[config.mk]
export PLATFORM = sky130hd
export DESIGN_NAME = ptc_temp
export DESIGN_NICKNAME = d
export VERILOG_FILES = /design/src/hdl/pressure_temperature_compensation_unit_macros.svh /design/src/hdl/ptc_pkg.sv /design/src/hdl/ptc_temp.sv
export SDC_FILE = /design/constraint.sdc
export NUM_CORES = 2
export LEC_CHECK = 0
export ABC_AREA = 0
export BUFFER_PORTS_ARGS = -buffer_cell sky130_fd_sc_hd__buf_2
export CAP_MARGIN = 10
export CORE_MARGIN = 2
export CORE_UTILIZATION = 55
export DETAILED_ROUTE_END_ITERATION = 6
export PLACE_DENSITY = 0.8
export SLEW_MARGIN = 20
export SYNTH_ARGS = -nofsm -noshare
export SYNTH_HDL_FRONTEND = slang
export SYNTH_SLANG_ARGS = --single-unit
[constraint.sdc]
create_clock -name clk -period 8 [get_ports clk]
set_input_delay 0 -clock clk [delete_from_list [all_inputs] [get_ports clk]]
set_output_delay 0 -clock clk [all_outputs]
set_load 0.01 [all_outputs]
[src/hdl/pressure_temperature_compensation_unit_macros.svh]
// Assertion macros shared by the pressure/temperature compensation RTL.
`ifndef PRESSURE_TEMPERATURE_COMPENSATION_UNIT_MACROS_SVH
`define PRESSURE_TEMPERATURE_COMPENSATION_UNIT_MACROS_SVH

// Same-cycle implication, checked on clk, off while rst_n is low.
`define PTC_ASSERT_IMPL(lbl, ante, cons) \
  lbl: assert property (@(posedge clk) disable iff (!rst_n) (ante) |-> (cons)) \
    else $error("ptc assertion failed");

// Next-cycle implication, checked on clk, off while rst_n is low.
`define PTC_ASSERT_NEXT(lbl, ante, cons) \
  lbl: assert property (@(posedge clk) disable iff (!rst_n) (ante) |=> (cons)) \
    else $error("ptc assertion failed");

`endif

[src/hdl/ptc_pkg.sv]
// Package: types, constants and helpers of the compensation pipeline.
`timescale 1ns / 1ps
package ptc_pkg;

  localparam int CFG_IDX_W = 4;
  localparam int CFG_DATA_W = 48;

  localparam logic [CFG_IDX_W-1:0] CFG_TEMP_COEFFS = 4'd0;
  localparam logic [CFG_IDX_W-1:0] CFG_PRESS_LOW   = 4'd1;
  localparam logic [CFG_IDX_W-1:0] CFG_PRESS_MID   = 4'd2;
  localparam logic [CFG_IDX_W-1:0] CFG_PRESS_HIGH  = 4'd3;

  localparam int DIV_BITS_PER_STAGE = 2;
  localparam int DIV_STAGES = 64 / DIV_BITS_PER_STAGE;

  typedef struct packed {
    logic        [15:0] t1;
    logic signed [15:0] t2;
    logic signed [15:0] t3;
    logic        [15:0] p1;
    logic signed [15:0] p2;
    logic signed [15:0] p3;
    logic signed [15:0] p4;
    logic signed [15:0] p5;
    logic signed [15:0] p6;
    logic signed [15:0] p7;
    logic signed [15:0] p8;
    logic signed [15:0] p9;
  } ptc_coef_t;

  typedef struct packed {
    logic [31:0] tc;
    logic [31:0] fine;
    logic        invalid;
  } ptc_side_t;

  typedef struct packed {
    logic [31:0] tc;
    logic [31:0] fine;
    logic [31:0] press;
    logic        invalid;
  } ptc_res_t;

  // Unsigned 32-bit word times signed 16-bit coefficient, exact.
  function automatic logic signed [48:0] ptc_mul_us(input logic [31:0] x,
                                                    input logic signed [15:0] c);
    return $signed({1'b0, x}) * c;
  endfunction

  // Sign-extend a 49-bit partial product to 64 bits.
  function automatic logic [63:0] ptc_sx49(input logic [48:0] x);
    return {{15{x[48]}}, x};
  endfunction

endpackage

[src/hdl/ptc_temp.sv]
// Temperature compensation stages: fine temperature, centidegrees, pressure offset.
`timescale 1ns / 1ps
module ptc_temp (
  input  logic                clk,
  input  logic                rst_n,
  input  logic                en,
  input  logic                in_valid,
  input  logic [19:0]         raw_temp,
  input  logic [19:0]         raw_press,
  input  ptc_pkg::ptc_coef_t  coef,
  output logic                out_valid,
  output ptc_pkg::ptc_side_t  side,
  output logic signed [32:0]  v1,
  output logic [19:0]         raw_press_o
);

  logic [4:0] v_r;
  logic [19:0] rp_r [0:4];

  logic signed [17:0] x1_r, x1_nxt;
  logic signed [16:0] dd_r, dd_nxt;
  logic signed [33:0] pa_r, pa_nxt;
  logic signed [33:0] dsq_r, dsq_nxt;
  logic signed [31:0] a_nxt;
  logic signed [35:0] pb_r, pb_nxt;
  logic signed [31:0] a4_r;
  logic [31:0] fine_r, fine_nxt;
  logic [31:0] tc_r, tc_nxt;
  logic [31:0] fine5_r;
  logic signed [32:0] v1_r, v1_nxt;

  always_comb begin
    logic signed [31:0] b0;
    logic [31:0] tcs;
    x1_nxt = $signed({1'b0, raw_temp[19:3]}) - $signed({1'b0, coef.t1, 1'b0});
    dd_nxt = $signed({1'b0, raw_temp[19:4]}) - $signed({1'b0, coef.t1});
    pa_nxt = x1_r * $signed(coef.t2);
    dsq_nxt = dd_r * dd_r;
    a_nxt = $signed(pa_r[31:0]) >>> 11;
    b0 = $signed(dsq_r[31:0]) >>> 12;
    pb_nxt = $signed(b0[19:0]) * $signed(coef.t3);
    fine_nxt = a4_r + 32'($signed(pb_r[31:0]) >>> 14);
    tcs = fine_r + {fine_r[29:0], 2'b00} + 32'd128;
    tc_nxt = $signed(tcs) >>> 8;
    v1_nxt = $signed({fine_r[31], fine_r} - 33'd128000);
  end

  always_ff @(posedge clk) begin
    if (!rst_n) begin
      v_r <= '0;
    end else if (en) begin
      v_r <= {v_r[3:0], in_valid};
    end
  end

  always_ff @(posedge clk) begin
    if (en) begin
      rp_r[0] <= raw_press;
      for (int i = 1; i < 5; i++) rp_r[i] <= rp_r[i-1];
      x1_r <= x1_nxt;
      dd_r <= dd_nxt;
      pa_r <= pa_nxt;
      dsq_r <= dsq_nxt;
      a4_r <= a_nxt;
      pb_r <= pb_nxt;
      fine_r <= fine_nxt;
      tc_r <= tc_nxt;
      fine5_r <= fine_r;
      v1_r <= v1_nxt;
    end
  end

  assign out_valid = v_r[4];
  assign side.tc = tc_r;
  assign side.fine = fine5_r;
  assign side.invalid = 1'b0;
  assign v1 = v1_r;
  assign raw_press_o = rp_r[4];

endmodule

==> results_dict.tcl <==
set metrics [dict create \
    die_w_um 279 \
    num_rows 100 \
    routed_via_density 5.29 \
    whs_path_depth 4 \
    antenna_found_initial 3 \
    vias 27300 \
    boundaryPins 355 \
    detail-route-antenna-nets 0 \
    finalSetupViolCount 0 \
    numPortBuffers 206 \
    r2r_end "pa_r[30]$_DFFE_PP_" \
    yosysWarnings 0 \
    grt_pass1_vias 29900 \
    hpwlAfterDp_mm 69.8 \
    holdBufCountCts 42 \
    fp.dieH_um 279 \
    synth.distinct_cells 80 \
    areaGrowthSynthToFinish_pct 7.39 \
    clock-sinks 284 \
    skew_ns 0.0186 \
    yosys_register_bits 284 \
    worstHoldPathType "in2reg" \
    postCtsSetupBuffers 0 \
    syn_area_per_cell_um2 10.3 \
    timing.rr.start "x1_r[10]$_DFFE_PP_" \
    fin_crit_sh 0.891 \
    fin_crit_ns 7.13 \
    synth_edf_count 279 \
    finalNonFillerCells 5158 \
    crit_type "reg2reg" \
    place_congestion 0.898 \
    initial_core_util 0.558 \
    rsz0062_at_grt "false" \
    wl_per_cell_um 17.0 \
    drc_errors 0 \
    async_flop_share 0 \
    place_inst 5056 \
    outcome "finished, final reports clean" \
    grt_pass1_wl_mm 148 \
    arrival_ns 7.40 \
    worstMarginPinSlew_ns 1.05 \
    nets 5524 \
    post_cts_resized 0 \
    final.setup.tns_ns 0 \
    synth.largest_area_cell "fa_1" \
    drt-pass1-iter-count 6 \
    worst-r2r-cell-count 21 \
    timing.final.ws_setup_ns 0.874 \
    hold_start "raw_temp[8]" \
    clockBufferDepth 3 \
    wirelength_mm 87.5 \
    fmax_mhz 140 \
    netlist_instances 4043 \
    n_fill_cell 5933 \
    preCtsSetupSlack_ns 0.931 \
    worstSetupEndpointType "flip-flop" \
    core_region_area_mm2 0.0748 \
    path_clk_slew_ns 0.06 \
    cts_inserted_buffers 34 \
    hold_violations 0 \
    maxCapViolations 0 \
    slew_viol_final 0 \
    drive_gt1_frac 0.0766 \
    crit_start "x1_r[10]$_DFFE_PP_" \
    grtUsageTotal 0.237 \
    syn_area_mm2 0.0417 \
    ys_seq_area_frac 0.203 \
    required_ns 8.28 \
    synth.net_count 5402 \
    grt_max_degree 155 \
    cts_tree "yes" \
    critPathMaxFanout 25 \
    cts_root_buf "clkbuf_16" \
    r2r_slack_ns 0.87 \
    relSlewSlack 0.302 \
    synth_flop_cell "edfxtp_1" \
    clk_latency_ns 0.54 \
    start_kind "flip-flop" \
    synth_top_area_share 0.391 \
    first_iter_violations 1474 \
    htree_levels 2 \
    synthTopCellsByArea "fa_1, edfxtp_1, ha_1" \
    min_to "x1_r[5]$_DFFE_PP_" \
    grt-ovfl-total 0 \
    fp.dieArea_mm2 0.0781 \
]
-- logic make-up after synthesis --
| family | synth area share |
|---|---|
| compound gates | 0.0429 |
| xor+xnor | 0.0373 |
| fa+ha+maj | 0.483 |
| buf+inv | 0.112 |
| flops | 0.203 |
| mux | 0.00171 |
| other cells | 0.0000899 |
| simple gates | 0.119 |
-- synthesized netlist by cell type, types with 7 or more instances --
| cell type | number |
|---|---|
| a21oi_1 | 72 |
| buf_4 | 59 |
| xor2_1 | 53 |
| nor2_1 | 102 |
| nand2_1 | 420 |
| a31oi_1 | 13 |
| nor2b_1 | 25 |
| o21a_1 | 27 |
| and2_1 | 329 |
| o211ai_1 | 8 |
| nand4_1 | 16 |
| nand3_1 | 24 |
| inv_1 | 991 |
| edfxtp_1 | 279 |
| fa_1 | 814 |
| and3_1 | 7 |
| clkbuf_1 | 132 |
| or3_1 | 14 |
| nor3_1 | 29 |
| o21bai_1 | 7 |
| a21o_1 | 24 |
| nand2b_1 | 16 |
| ha_1 | 309 |
| a211oi_1 | 13 |
| o21ai_0 | 33 |
| xnor2_1 | 123 |
-- metal layers --
metal  share of wire  routed length [um]  global-route usage  up-vias
li1                -                   -                   -    12400
met1            0.40               34900               0.308    13800
met2            0.50               43800               0.412      902
met3           0.062                5420              0.0286      230
met4           0.038                3290              0.0854        6
met5         0.00042                  37                   0        -
-- stage by stage --
step                       util  hold slack, ns  area, um^2
final                     0.599          0.0320       44800
after global placement    0.579           0.176       43300
after CTS                 0.599         0.00300       44800
after floorplan               -          0.0989       41700
after global routing      0.599          0.0350       44800
after detailed placement  0.579           0.178       43300
-- critical path, stage by stage (launching register included) --
cell	delay [ns]
edfxtp_1	1.03
and2_1	0.27
fa_1	0.41
inv_1	0.08
fa_1	0.43
fa_1	0.52
inv_1	0.06
fa_1	0.43
fa_1	0.51
inv_1	0.05
fa_1	0.49
inv_1	0.05
ha_1	0.33
a211oi_1	0.24
o21ai_0	0.12
a221o_1	0.35
a221oi_2	0.53
o31ai_1	0.27
o211ai_1	0.30
nand2b_1	0.12
a21oi_1	0.18
xnor2_1	0.08
-- flip-flops by register name, summed over array words and instances (netlist names) --
register / count
pa_r: 21
fine5_r: 22
v1: 13
rp_r: 100
fine_r: 22
dsq_r: 20
x1_r: 18
tc_r: 24
pb_r: 18
v_r: 5
a4_r: 21
-- how the worst max path moves through the flow --
stage | slack [ns] | endpoint | cells after the start
2_1_floorplan | 1.68 | pa_r[30]$_DFFE_PP_ | 22
3_3_place_gp | 0.98 | pa_r[30]$_DFFE_PP_ | 21
3_5_place_dp | 0.93 | pa_r[30]$_DFFE_PP_ | 20
4_1_cts | 0.90 | pa_r[30]$_DFFE_PP_ | 20
5_1_grt | 0.46 | pa_r[30]$_DFFE_PP_ | 21
6_report | 0.87 | pa_r[30]$_DFFE_PP_ | 21
-- layout make-up --
type | count | area [um^2] | share of cell area
sequential | 284 | 8480 | 0.189
clock inverter | 18 | 188 | 0.00419
timing repair buffer | 283 | 1750 | 0.0390
tap | 969 | 1210 | 0.0271
multi-input combinational | 2571 | 28600 | 0.637
clock buffer | 41 | 898 | 0.0200
inverter | 991 | 3720 | 0.0830
antenna | 1 | 2.50 | 0.0000558
-- cell usage in the layout (no fill, tap or decap), drive strengths merged, types with 14 or more instances in the layout --
master,count
a211oi,16
a21o,24
a21oi,74
and2,331
buf,241
clkbuf,41
dlygate4sd3,42
edfxtp,279
fa,814
ha,309
inv,994
nand2,421
nand2b,16
nand3,25
nand4,17
nor2,103
nor2b,25
nor3,29
o21a,27
o21ai,39
or3,14
xnor2,123
xor2,54
Power is not shown: default switching activity piles up to over one toggle a cycle in this logic, so the estimate is an artifact.
